--- config.mk ---
export PLATFORM = sky130hd
export DESIGN_NAME = running_mean_stdev_threshold
export DESIGN_NICKNAME = d
export VERILOG_FILES = /design/src/rtl/core/rmst_pkg.sv /design/src/rtl/core/rmst_divsqrt.sv /design/src/rtl/core/running_mean_stdev_threshold.sv
export SDC_FILE = /design/constraint.sdc
export NUM_CORES = 2
export LEC_CHECK = 0
export BUFFER_PORTS_ARGS = -buffer_cell sky130_fd_sc_hd__buf_2
export CAP_MARGIN = 20
export CORE_ASPECT_RATIO = 0.5
export CORE_UTILIZATION = 55
export DETAILED_ROUTE_END_ITERATION = 7
export PLACE_DENSITY = 0.8
export SLEW_MARGIN = 40
export SYNTH_ARGS = -nofsm -noshare
export SYNTH_HDL_FRONTEND = slang
export SYNTH_SLANG_ARGS = --single-unit
export TNS_END_PERCENT = 10
--- constraint.sdc ---
create_clock -name clk_i -period 19.5 [get_ports clk_i]
set_input_delay 0.975 -clock clk_i [delete_from_list [all_inputs] [get_ports clk_i]]
set_output_delay 0.975 -clock clk_i [all_outputs]
set_load 0.005 [all_outputs]
--- src/rtl/core/rmst_pkg.sv ---
// Shared types and constants for the running mean / deviation / threshold block.
// Holds the field widths and the command and status types of the divide/root engine.
// Depends on nothing.
`default_nettype none

package rmst_pkg;

  localparam int unsigned SAMPLE_WIDTH_DEF = 24;
  localparam int unsigned COUNT_WIDTH_DEF  = 24;

  localparam int unsigned TOL_W      = 16;
  localparam int unsigned TOL_FRAC_W = 12;
  localparam int unsigned FRAC_W     = 16;
  localparam int unsigned OUT_W      = 24;
  localparam int unsigned SUM_W      = 48;
  localparam int unsigned STDEV_W    = 23;

  localparam int unsigned OUT_FIELDS_W = 3 * OUT_W + SUM_W + STDEV_W;
  localparam int unsigned OUT_DATA_W   = ((OUT_FIELDS_W + 7) / 8) * 8;

  // Dividend and radicand width of the engine, and the width of a root.
  localparam int unsigned RAD_W  = 64;
  localparam int unsigned ROOT_W = RAD_W / 2;
  localparam int unsigned STEP_W = 7;

  typedef enum logic {
    OP_DIV,
    OP_SQRT
  } rmst_op_e;

  typedef struct packed {
    logic              start;
    rmst_op_e          op;
    logic [STEP_W-1:0] steps;
  } rmst_cmd_t;

  typedef struct packed {
    logic busy;
    logic done;
  } rmst_sts_t;

endpackage

`default_nettype wire

--- src/rtl/core/rmst_divsqrt.sv ---
// Iterative divide and square-root engine built around one compare/subtract unit.
// Division retires one quotient bit per cycle, the root one result bit per cycle.
// Depends on rmst_pkg.
`default_nettype none

module rmst_divsqrt #(
  parameter int unsigned DIVISOR_W = rmst_pkg::COUNT_WIDTH_DEF
) (
  input  wire                            clk_i,
  input  wire                            rst_ni,
  input  wire  rmst_pkg::rmst_cmd_t      cmd_i,
  input  wire  [rmst_pkg::RAD_W-1:0]     operand_i,
  input  wire  [DIVISOR_W-1:0]           divisor_i,
  output rmst_pkg::rmst_sts_t            sts_o,
  output logic [rmst_pkg::RAD_W-1:0]     result_o
);
  import rmst_pkg::*;

  localparam int unsigned REM_W = (DIVISOR_W + 1 > ROOT_W + 2) ? DIVISOR_W + 1 : ROOT_W + 2;

  logic              busy_q;
  logic              done_q;
  rmst_op_e          op_q;
  logic [STEP_W-1:0] step_q;

  logic [REM_W-1:0]     rem_q;
  logic [RAD_W-1:0]     dq_q;
  logic [ROOT_W-1:0]    root_q;
  logic [DIVISOR_W-1:0] divisor_q;

  logic [REM_W-1:0] opa;
  logic [REM_W-1:0] opb;
  logic [REM_W-1:0] diff;
  logic             borrow;
  logic             ge;

  // The shared unit: a root step brings down two radicand bits and tries 4*root+1,
  // a divide step brings down one dividend bit and tries the divisor.
  always_comb begin
    if (op_q == OP_SQRT) begin
      opa = {rem_q[REM_W-3:0], dq_q[RAD_W-1 -: 2]};
      opb = REM_W'({root_q, 2'b01});
    end else begin
      opa = {rem_q[REM_W-2:0], dq_q[RAD_W-1]};
      opb = REM_W'(divisor_q);
    end
    {borrow, diff} = {1'b0, opa} - {1'b0, opb};
    ge = !borrow;
  end

  always_ff @(posedge clk_i or negedge rst_ni) begin
    if (!rst_ni) begin
      busy_q <= 1'b0;
      done_q <= 1'b0;
      op_q   <= OP_DIV;
      step_q <= '0;
    end else begin
      done_q <= 1'b0;
      if (cmd_i.start) begin
        busy_q <= 1'b1;
        op_q   <= cmd_i.op;
        step_q <= cmd_i.steps;
      end else if (busy_q) begin
        step_q <= step_q - 1'b1;
        if (step_q == STEP_W'(1)) begin
          busy_q <= 1'b0;
          done_q <= 1'b1;
        end
      end
    end
  end

  always_ff @(posedge clk_i) begin
    if (cmd_i.start) begin
      rem_q     <= '0;
      dq_q      <= operand_i;
      root_q    <= '0;
      divisor_q <= divisor_i;
    end else if (busy_q) begin
      rem_q <= ge ? diff : opa;
      if (op_q == OP_SQRT) begin
        dq_q   <= dq_q << 2;
        root_q <= {root_q[ROOT_W-2:0], ge};
      end else begin
        dq_q <= {dq_q[RAD_W-2:0], ge};
      end
    end
  end

  assign result_o   = (op_q == OP_SQRT) ? RAD_W'(root_q) : dq_q;
  assign sts_o.busy = busy_q;
  assign sts_o.done = done_q;

endmodule

`default_nettype wire

--- src/rtl/core/running_mean_stdev_threshold.sv ---
// Running mean / standard deviation / threshold unit, top level.
// Input beat: tuser = mode (1 clears all statistics), tdata = signed Q24.0 sample.
// Every input beat yields one output beat with count, sum, mean, deviation,
// threshold (mean - tolerance * deviation, saturated) and a count-full flag.
// The tolerance register (unsigned Q4.12) is written through cfg_we_i/cfg_wdata_i;
// the user must write it only while the block is idle, as the block does not enforce
// this. Reset sets it and all statistics to zero.
// Path from the accepted beat to the result beat:
//   clear, or a sample dropped because the count is full: threshold, multiply, output;
//   first sample: mean divide, accumulate, threshold, multiply, output;
//   later samples: a variance divide and a square root also run after the accumulate.
// The divides and the square root run on the shared engine, one result bit each.
// One item is in work at a time; s_axis_tready is high only between items.
// The result waits in an output register, so the next beat is taken while the
// receiver stalls; a finished item then waits until that register is free.
// Depends on rmst_pkg and rmst_divsqrt.
`default_nettype none

module running_mean_stdev_threshold #(
  parameter int unsigned SAMPLE_WIDTH = rmst_pkg::SAMPLE_WIDTH_DEF,
  parameter int unsigned COUNT_WIDTH  = rmst_pkg::COUNT_WIDTH_DEF
) (
  input  wire                                   clk_i,
  input  wire                                   rst_ni,
  input  wire                                   cfg_we_i,
  input  wire  [rmst_pkg::TOL_W-1:0]            cfg_wdata_i,
  input  wire                                   s_axis_tvalid,
  output logic                                  s_axis_tready,
  // sample
  input  wire  [((SAMPLE_WIDTH + 7) / 8) * 8 - 1:0] s_axis_tdata,
  // mode
  input  wire                                   s_axis_tuser,
  output logic                                  m_axis_tvalid,
  input  wire                                   m_axis_tready,
  // sample_count, sample_sum, running_mean, running_stdev, threshold, zero pad
  output logic [rmst_pkg::OUT_DATA_W-1:0]       m_axis_tdata,
  // count_full
  output logic                                  m_axis_tuser
);
  import rmst_pkg::*;

  localparam int unsigned X_W   = SAMPLE_WIDTH + FRAC_W;
  localparam int unsigned DW    = X_W + 1;
  localparam int unsigned MW    = (SAMPLE_WIDTH + 1 > STDEV_W) ? SAMPLE_WIDTH + 1 : STDEV_W;
  localparam int unsigned PW    = 2 * MW;
  localparam int unsigned AW    = ((PW > RAD_W) ? PW : RAD_W) + 1;
  localparam int unsigned SAT_W = 34;
  localparam int unsigned PAD_W = OUT_DATA_W - OUT_FIELDS_W;
  localparam int          OUT_MAX = 2 ** (OUT_W - 1) - 1;

  localparam logic [3:0] S_IDLE = 4'd0;
  localparam logic [3:0] S_DIV1 = 4'd1;
  localparam logic [3:0] S_MEAN = 4'd2;
  localparam logic [3:0] S_MUL  = 4'd3;
  localparam logic [3:0] S_ACC  = 4'd4;
  localparam logic [3:0] S_DIV2 = 4'd5;
  localparam logic [3:0] S_SQRT = 4'd6;
  localparam logic [3:0] S_THR  = 4'd7;
  localparam logic [3:0] S_TMUL = 4'd8;
  localparam logic [3:0] S_OUT  = 4'd9;

  function automatic logic signed [OUT_W-1:0] sat_out(input logic signed [SAT_W-1:0] v);
    logic signed [SAT_W-1:0] hi;
    logic signed [SAT_W-1:0] lo;
    hi = SAT_W'(OUT_MAX);
    lo = -hi - SAT_W'(1);
    if (v > hi) begin
      return hi[OUT_W-1:0];
    end else if (v < lo) begin
      return lo[OUT_W-1:0];
    end
    return v[OUT_W-1:0];
  endfunction

  // Control and statistics state.
  logic [3:0]             state_q, state_d;
  logic [TOL_W-1:0]       tol_q;
  logic [COUNT_WIDTH-1:0] cnt_q, cnt_d;
  logic [SUM_W-1:0]       sum_q, sum_d;
  logic signed [X_W-1:0]  mean_q, mean_d;
  logic [RAD_W-1:0]       m2_q, m2_d;
  logic [STDEV_W-1:0]     stdev_q, stdev_d;
  logic                   out_valid_q, out_valid_d;

  // Per-item working registers.
  logic signed [SAMPLE_WIDTH-1:0] smp_q, smp_d;
  logic [DW-1:0]          dmag_q, dmag_d;
  logic                   dneg_q, dneg_d;
  logic                   full_q, full_d;
  logic [MW-1:0]          ma_q, ma_d;
  logic [MW-1:0]          mb_q, mb_d;
  logic [PW-1:0]          prod_q;
  logic [OUT_DATA_W-1:0]  out_data_q, out_data_d;
  logic                   out_full_q, out_full_d;

  logic                           accept;
  logic signed [SAMPLE_WIDTH-1:0] smp_in;
  logic signed [X_W-1:0]          x_in;
  logic signed [DW-1:0]           delta_in;
  logic [DW-1:0]                  dmag_in;
  logic signed [X_W-1:0]          x_q;
  logic signed [DW-1:0]           delta2;
  logic [DW-1:0]                  dmag2;
  logic [DW-1:0]                  quot;
  logic [AW-1:0]                  acc;
  logic [RAD_W-1:0]               root;
  logic signed [SAMPLE_WIDTH-1:0] mean16;
  logic signed [OUT_W-1:0]        mean_sat;
  logic signed [SAT_W-1:0]        thr_ext;
  logic signed [OUT_W-1:0]        thr;

  rmst_cmd_t              eng_cmd;
  rmst_sts_t              eng_sts;
  logic [RAD_W-1:0]       eng_operand;
  logic [COUNT_WIDTH-1:0] eng_divisor;
  logic [RAD_W-1:0]       eng_result;

  rmst_divsqrt #(
    .DIVISOR_W(COUNT_WIDTH)
  ) u_divsqrt (
    .clk_i    (clk_i),
    .rst_ni   (rst_ni),
    .cmd_i    (eng_cmd),
    .operand_i(eng_operand),
    .divisor_i(eng_divisor),
    .sts_o    (eng_sts),
    .result_o (eng_result)
  );

  assign s_axis_tready = (state_q == S_IDLE);
  assign accept        = s_axis_tvalid && s_axis_tready;

  assign smp_in   = s_axis_tdata[SAMPLE_WIDTH-1:0];
  assign x_in     = {smp_in, {FRAC_W{1'b0}}};
  assign delta_in = DW'(x_in) - DW'(mean_q);
  assign dmag_in  = delta_in[DW-1] ? DW'(-delta_in) : DW'(delta_in);

  // Second delta is taken against the mean already updated by this sample.
  assign x_q    = {smp_q, {FRAC_W{1'b0}}};
  assign delta2 = DW'(x_q) - DW'(mean_q);
  assign dmag2  = delta2[DW-1] ? DW'(-delta2) : DW'(delta2);

  assign quot = eng_result[DW-1:0];
  assign acc  = AW'(m2_q) + AW'(prod_q);
  assign root = eng_result;

  // Mean rounded toward minus infinity is an arithmetic shift.
  assign mean16   = mean_q[X_W-1:FRAC_W];
  assign mean_sat = sat_out(SAT_W'(mean16));
  assign thr_ext  = SAT_W'(mean_sat) - SAT_W'(prod_q >> TOL_FRAC_W);
  assign thr      = sat_out(thr_ext);

  always_comb begin
    state_d     = state_q;
    cnt_d       = cnt_q;
    sum_d       = sum_q;
    mean_d      = mean_q;
    m2_d        = m2_q;
    stdev_d     = stdev_q;
    out_valid_d = out_valid_q;
    smp_d       = smp_q;
    dmag_d      = dmag_q;
    dneg_d      = dneg_q;
    full_d      = full_q;
    ma_d        = ma_q;
    mb_d        = mb_q;
    out_data_d  = out_data_q;
    out_full_d  = out_full_q;
    eng_cmd     = '0;
    eng_operand = '0;
    eng_divisor = '0;

    if (m_axis_tready) begin
      out_valid_d = 1'b0;
    end

    case (state_q)
      S_IDLE: begin
        if (accept) begin
          full_d = 1'b0;
          if (s_axis_tuser) begin
            cnt_d   = '0;
            sum_d   = '0;
            mean_d  = '0;
            m2_d    = '0;
            stdev_d = '0;
            state_d = S_THR;
          end else if (&cnt_q) begin
            full_d  = 1'b1;
            state_d = S_THR;
          end else begin
            cnt_d         = cnt_q + 1'b1;
            sum_d         = sum_q + SUM_W'(smp_in);
            smp_d         = smp_in;
            dmag_d        = dmag_in;
            dneg_d        = delta_in[DW-1];
            eng_cmd.start = 1'b1;
            eng_cmd.op    = OP_DIV;
            eng_cmd.steps = STEP_W'(DW);
            eng_operand   = RAD_W'(dmag_in) << (RAD_W - DW);
            eng_divisor   = cnt_q + 1'b1;
            state_d       = S_DIV1;
          end
        end
      end
      S_DIV1: begin
        if (eng_sts.done) begin
          mean_d  = dneg_q ? mean_q - X_W'(quot) : mean_q + X_W'(quot);
          state_d = S_MEAN;
        end
      end
      S_MEAN: begin
        ma_d    = MW'(dmag_q >> FRAC_W);
        mb_d    = MW'(dmag2 >> FRAC_W);
        state_d = S_MUL;
      end
      S_MUL: begin
        state_d = S_ACC;
      end
      S_ACC: begin
        m2_d = (|(acc >> RAD_W)) ? '1 : acc[RAD_W-1:0];
        if (cnt_q > COUNT_WIDTH'(1)) begin
          eng_cmd.start = 1'b1;
          eng_cmd.op    = OP_DIV;
          eng_cmd.steps = STEP_W'(RAD_W);
          eng_operand   = m2_d;
          eng_divisor   = cnt_q - 1'b1;
          state_d       = S_DIV2;
        end else begin
          state_d = S_THR;
        end
      end
      S_DIV2: begin
        if (eng_sts.done) begin
          eng_cmd.start = 1'b1;
          eng_cmd.op    = OP_SQRT;
          eng_cmd.steps = STEP_W'(ROOT_W);
          eng_operand   = eng_result;
          state_d       = S_SQRT;
        end
      end
      S_SQRT: begin
        if (eng_sts.done) begin
          stdev_d = (|(root >> STDEV_W)) ? '1 : root[STDEV_W-1:0];
          state_d = S_THR;
        end
      end
      S_THR: begin
        ma_d    = MW'(tol_q);
        mb_d    = MW'(stdev_q);
        state_d = S_TMUL;
      end
      S_TMUL: begin
        state_d = S_OUT;
      end
      S_OUT: begin
        if (!out_valid_q || m_axis_tready) begin
          out_data_d  = {{PAD_W{1'b0}}, thr, stdev_q, mean_sat, sum_q, OUT_W'(cnt_q)};
          out_full_d  = full_q;
          out_valid_d = 1'b1;
          state_d     = S_IDLE;
        end
      end
      default: begin
        state_d = S_IDLE;
      end
    endcase
  end

  always_ff @(posedge clk_i or negedge rst_ni) begin
    if (!rst_ni) begin
      state_q     <= S_IDLE;
      tol_q       <= '0;
      cnt_q       <= '0;
      sum_q       <= '0;
      mean_q      <= '0;
      m2_q        <= '0;
      stdev_q     <= '0;
      out_valid_q <= 1'b0;
    end else begin
      state_q     <= state_d;
      cnt_q       <= cnt_d;
      sum_q       <= sum_d;
      mean_q      <= mean_d;
      m2_q        <= m2_d;
      stdev_q     <= stdev_d;
      out_valid_q <= out_valid_d;
      if (cfg_we_i) begin
        tol_q <= cfg_wdata_i;
      end
    end
  end

  always_ff @(posedge clk_i) begin
    smp_q      <= smp_d;
    dmag_q     <= dmag_d;
    dneg_q     <= dneg_d;
    full_q     <= full_d;
    ma_q       <= ma_d;
    mb_q       <= mb_d;
    prod_q     <= ma_q * mb_q;
    out_data_q <= out_data_d;
    out_full_q <= out_full_d;
  end

  assign m_axis_tvalid = out_valid_q;
  assign m_axis_tdata  = out_data_q;
  assign m_axis_tuser  = out_full_q;

`ifndef SYNTHESIS
  a_ready_engine_idle: assert property (@(posedge clk_i) disable iff (!rst_ni)
    s_axis_tready |-> !eng_sts.busy)
    else $error("input taken while the engine is still busy");

  a_clear_zeroes: assert property (@(posedge clk_i) disable iff (!rst_ni)
    accept && s_axis_tuser |=> cnt_q == '0 && m2_q == '0 && stdev_q == '0)
    else $error("clear beat left statistics behind");

  a_count_moves_by_one: assert property (@(posedge clk_i) disable iff (!rst_ni)
    !$stable(cnt_q) |-> cnt_q == '0 || cnt_q == $past(cnt_q) + 1'b1)
    else $error("sample count jumped");

  a_done_while_waiting: assert property (@(posedge clk_i) disable iff (!rst_ni)
    eng_sts.done |-> state_q == S_DIV1 || state_q == S_DIV2 || state_q == S_SQRT)
    else $error("engine finished while the sequencer was not waiting");
`endif

endmodule

`default_nettype wire
Yosys cells after proc, flatten, opt, wreduce, memory -nomap -nowiden --
Cells that the tools add are included.
Operators by class: shift-type cells 0, reductions and logical operators 21, divide/modulo/power cells 0, mux-type cells 77, bitwise operators 2, $lt $le $gt $ge 5, equal/unequal tests 17, add/subtract/negate cells 13, multipliers 1
Operators with widths (count):
- 64-bit two-way mux | 12
- 24-bit two-way mux | 12
- 64-bit one-hot mux with 3 select lines | 1
- 40-bit two-way mux | 4
- 64-bit one-hot mux with 2 select lines | 1
- 25-bit one-hot mux with 2 select lines | 2
- 48-bit two-way mux | 2
- 23-bit two-way mux | 4
- 41-bit two-way mux | 2
- 41-bit negation | 2
- 40-bit by 40-bit subtractor with 41-bit output | 2
- 40-bit one-hot mux with 2 select lines | 1
- 34-bit two-way mux | 2
- 64-bit by 50-bit adder with 65-bit output | 1
- 25-bit by 25-bit multiplier with 50-bit output | 1
- 48-bit adder | 1
- 24-bit one-hot mux with 2 select lines | 1
- 23-bit one-hot mux with 2 select lines | 1
- 9-bit two-way mux | 5
- 41-bit OR reduction | 1
- 40-bit adder | 1
- 4-bit one-hot mux with 10 select lines | 1
- 40-bit subtractor | 1
- 34-bit by 34-bit subtractor with 35-bit output | 1
- other kinds (34) | 74
Storage, ports and cells: input port bits 46, output and inout port bits 147, bits in registers 694, memory bits (writable) 0, memories 0, bits in read-only memories 0, latch bits 0

Depth between registers and ports, before layout --
word-level depth 9, depth in mapped cells 30, depth with buffers taken out 28

By module --
Synthesis repeated with hierarchy kept, for this count alone.
Second synthesis, totals: cell total of the unflattened synthesis 7221, area, all modules 64649.5 um2
By module, submodules not included:
- running_mean_stdev_threshold | cells an instance 6138, seq. area each 13863.3 um2, area an instance 54648.7 um2, times used 1
- rmst_divsqrt | cells an instance 1083, seq. area each 4194.0 um2, area an instance 10000.8 um2, times used 1

Worst setup path before layout --
Ideal clock, no wire load.
path kind input -> register, from input port m_axis_tready, to register out_data_q[0] (netlist: m_axis_tdata[0]), enable pin, required time 18.836 ns, buffers on the path 0, stages on the path 2, slack 11.367 ns, arrival time 7.469 ns, cell sequence nand2b_1 -> nor2b_1
Between the ends: word-level cells in the longest chain between the ends 2
RTL lines:
- start, declared | line running_mean_stdev_threshold.sv:34 | input wire m_axis_tready,
- 1-bit logical OR | line running_mean_stdev_threshold.sv:257 | if (!out_valid_q || m_axis_tready) begin
- 2-bit AND reduction (no line)
- end signal, assigned | line running_mean_stdev_threshold.sv:302 | out_data_q <= out_data_d;
- end, declared | line running_mean_stdev_threshold.sv:93 | logic [OUT_DATA_W-1:0] out_data_q, out_data_d;
No other way between the ends. A chain may end at the register's enable or synchronous reset.

Final worst setup path --
from register mb_q[1], to register prod_q[48]
Between the ends: word-level cells in the longest chain between the ends 1
RTL lines:
- start, declared | line running_mean_stdev_threshold.sv:91 | logic [MW-1:0] mb_q, mb_d;
- start signal, assigned | line running_mean_stdev_threshold.sv:300 | mb_q <= mb_d;
- 25-bit by 25-bit multiplier with 50-bit output | line running_mean_stdev_threshold.sv:301 | prod_q <= ma_q * mb_q;
- end signal, assigned | line running_mean_stdev_threshold.sv:301
- end, declared | line running_mean_stdev_threshold.sv:92 | logic [PW-1:0] prod_q;
No other way between the ends.

==> flow_summary.json <==
{
  "synth.ff_latch_count": 678,
  "fmax_mhz": 115,
  "dp_cells": 8501,
  "synth-compound-area-share_pct": 16.5,
  "ys_seq_area_share_pct": 28.3,
  "synthAdderAreaFrac_pct": 25.3,
  "layout-drive-gt1-share_pct": 7.43,
  "cp_data_required_time_ns": 20.04,
  "num_vias": 52500,
  "initial_cell_density_of_the_core_pct": 56.1,
  "place.detailed.hpwl_microns": 143000,
  "grt_usage_pct": 31.8,
  "max_cap_violations": 0,
  "area_growth_synth_to_finish_pct": 7.24,
  "grt_first_pass_wirelength_microns": 292000,
  "worst_setup_path_end_kind": "flop",
  "vias_per_cell": 6.07,
  "slew_violations": 0,
  "drc_errors": 0,
  "clock_insertion_delay_worst_skew_ns": 0.67,
  "worst_path_max_stage_delay_ns": 0.76,
  "synth.distinct_cells": 107,
  "synthXorXnorAreaFrac_pct": 5.45,
  "setup_viol": 0,
  "antenna_violating_nets_post_route": 0,
  "drc_violation_total_after_the_first_tritonroute_iteration": 5956,
  "netlist.area_leader.share_pct": 16.7,
  "timing.rr.end": "prod_q[48]",
  "synth_commonest_cells": "sky130_fd_sc_hd__nand2_1 (894), sky130_fd_sc_hd__inv_1 (736), sky130_fd_sc_hd__fa_1 (531), sky130_fd_sc_hd__a21oi_1 (522), sky130_fd_sc_hd__ha_1 (443)",
  "cts_setup_buffers": 0,
  "number_of_levels_the_h_tree_was_split_into": 3,
  "final_net_count": 8095,
  "grt_setup_unrepaired": "false",
  "timing.setup.critical_path_class": "reg2reg",
  "critPathSlowestCell": "sky130_fd_sc_hd__a211oi_1",
  "synth_largest_area_cell": "sky130_fd_sc_hd__fa_1",
  "cts_tree": "yes",
  "crit_family": "adder cells",
  "number_of_standard_cells_in_the_final_layout_excluding_fillers": 8650,
  "gp_routability_congestion": 1.03,
  "design.die.area_sq_mm": 0.118,
  "worst_slew_margin_rel_pct": 36.9,
  "buffer_ports.inserted": 191,
  "worst_pin_slew_ns": 0.940,
  "yosys-mux-area-fraction_pct": 1.49,
  "cts_resized": 0,
  "critical_path.n_buffers_inverters": 4,
  "finalClockSkew_ns": 0.0224,
  "grt_pass1_vias": 51100,
  "fin_crit_ns": 8.72,
  "largest_cells_by_area_after_synthesis": "sky130_fd_sc_hd__fa_1 (17%), sky130_fd_sc_hd__edfxtp_1 (16%), sky130_fd_sc_hd__dfrtp_1 (9.0%)",
  "post_synth_inst_count": 7112,
  "place_area_sq_mm": 0.0659,
  "worst_setup_path_start_kind": "flop",
  "worst_path_most_repeated_cell": "sky130_fd_sc_hd__fa_1",
  "post_synth_instance_area_sq_mm": 0.0638,
  "synth-warning-count": 0,
  "simple_gate_area_share_of_the_yosys_netlist_pct": 16.2,
  "path_max_fanout": 25,
  "clk_pin_slew_ns": 0.07,
  "core_area_sq_mm": 0.114,
  "num_cts_buffers": 70,
  "total_number_of_clock_tree_sinks": 678,
  "drt_pre_antenna_iters": 8,
  "yosys.cell_count.top_type": "sky130_fd_sc_hd__nand2_1",
  "yosys_most_used_dff": "sky130_fd_sc_hd__edfxtp_1",
  "final.fill_count": 9624,
  "rrSetupSlack_ns": 10.78,
  "placement_rows": 87,
  "finalInstanceArea_sq_mm": 0.0685,
  "main_combinational_cell_family_by_area_after_synthesis": "adder cells",
  "wire_per_inst_microns": 21.5,
  "syn_area_per_cell_sq_um": 8.98,
  "chipWidth_microns": 484,
  "worstHoldPathType": "in2async",
  "antenna_found_initial": 10,
  "timing.final.hold_violations": 0,
  "postRouteWirelength_microns": 186000,
  "grt_start_max_net_pins": 97,
  "ctsRootBufferMaster": "sky130_fd_sc_hd__clkbuf_16",
  "postSynthNetCount": 8132,
  "cts.hold.buffers_added": 0,
  "asyncSetResetFlopFracSynth_pct": 33.9,
  "fp.dieH_microns": 243,
  "design.portCount": 193,
  "final_min_period_over_clock_period_pct": 44.7,
  "grt.overflow.total": 0,
  "clk_path_buf_depth": 3,
  "synth_enable_flop_cells": 333,
  "setup_total_negative_slack_ns": 0,
  "reg2reg_depth": 25,
  "timing.rr.start": "mb_q[1]",
  "critical_path_data_arrival_time_ns": 9.26,
  "outcome": "finished, final reports clean"
}
==> final cells by class <==
cell class	instances	area (sq um)	area share, %
Multi-Input combinational cell	5310	41600	60.8
Sequential cell	678	18100	26.4
Inverter	738	2770	4.05
Tap cell	1513	1890	2.77
Clock buffer	87	1870	2.73
Timing Repair Buffer	277	1800	2.62
Clock inverter	43	443	0.647
Antenna cell	4	10.0	0.0146
==> metrics by stage <==
| stage | utilization [%] | setup WS (ns) | hold WS (ns) |
|---|---|---|---|
| after global placement | 57.7 | 11.00 | 0.442 |
| final | 60.1 | 10.78 | 0.309 |
| after CTS | 59.9 | 10.87 | 0.333 |
| after detailed placement | 57.9 | 10.93 | 0.434 |
| after floorplan | - | 11.37 | 0.400 |
| after global routing | 60.1 | 10.58 | 0.345 |
==> flip-flops by register name (all words and copies together), names as in the netlist, 24 cells and up <==
name,cells
prod_q,50
ma_q,25
smp_q,24
m2_q,64
u_divsqrt.divisor_q,24
mb_q,25
sum_q,48
u_divsqrt.rem_q,33
m_axis_tdata,143
u_divsqrt.dq_q,64
u_divsqrt.root_q,32
dmag_q,25
mean_q,40
cnt_q,24
==> cells by family (layout without fill, tap and decap cells) <==
kind of cell	count (synthesis)	count (layout)
xor gates and xnor gates	397	397
other	1	5
muxes	89	89
buffers and inverters	1124	1145
DFF	678	678
adders and majority gates	974	974
AOI/OAI and AO/OA	1706	1706
and+or+nand+nor	2143	2143
==> metal layers <==
metal	vias to the layer above	track usage (%)	share of wire [%]
li1	24100	-	-
met1	25600	43.4	41
met2	2467	48.7	44
met3	431	7.96	11
met4	6	12.4	4.3
met5	-	0	0.018
==> worst max-delay path by stage <==
stage | from | endpoint | depth (start not counted)
2_1_floorplan | m_axis_tready | m_axis_tdata[0] | 2
3_3_place_gp | ma_q[9] | prod_q[48] | 25
3_5_place_dp | ma_q[6] | prod_q[48] | 24
4_1_cts | ma_q[6] | prod_q[48] | 24
5_1_grt | mb_q[1] | prod_q[48] | 25
6_report | mb_q[1] | prod_q[48] | 25
==> cell usage in the layout, fill, tap and decap left out, types with 115 or more instances in the layout <==
master and instances:
sky130_fd_sc_hd__nand2_1 891, sky130_fd_sc_hd__inv_1 735, sky130_fd_sc_hd__fa_1 531, sky130_fd_sc_hd__a21oi_1 522, sky130_fd_sc_hd__ha_1 443, sky130_fd_sc_hd__o21ai_0 430
sky130_fd_sc_hd__and2_1 348, sky130_fd_sc_hd__edfxtp_1 333, sky130_fd_sc_hd__nor2_1 332, sky130_fd_sc_hd__dfrtp_1 228, sky130_fd_sc_hd__xnor2_1 218, sky130_fd_sc_hd__a21o_1 193
sky130_fd_sc_hd__buf_2 190, sky130_fd_sc_hd__xor2_1 179, sky130_fd_sc_hd__dfxtp_1 115
Power is left out: the tool's default activity adds up to more than one toggle a clock period on the data nets, which glitch-free logic cannot reach.
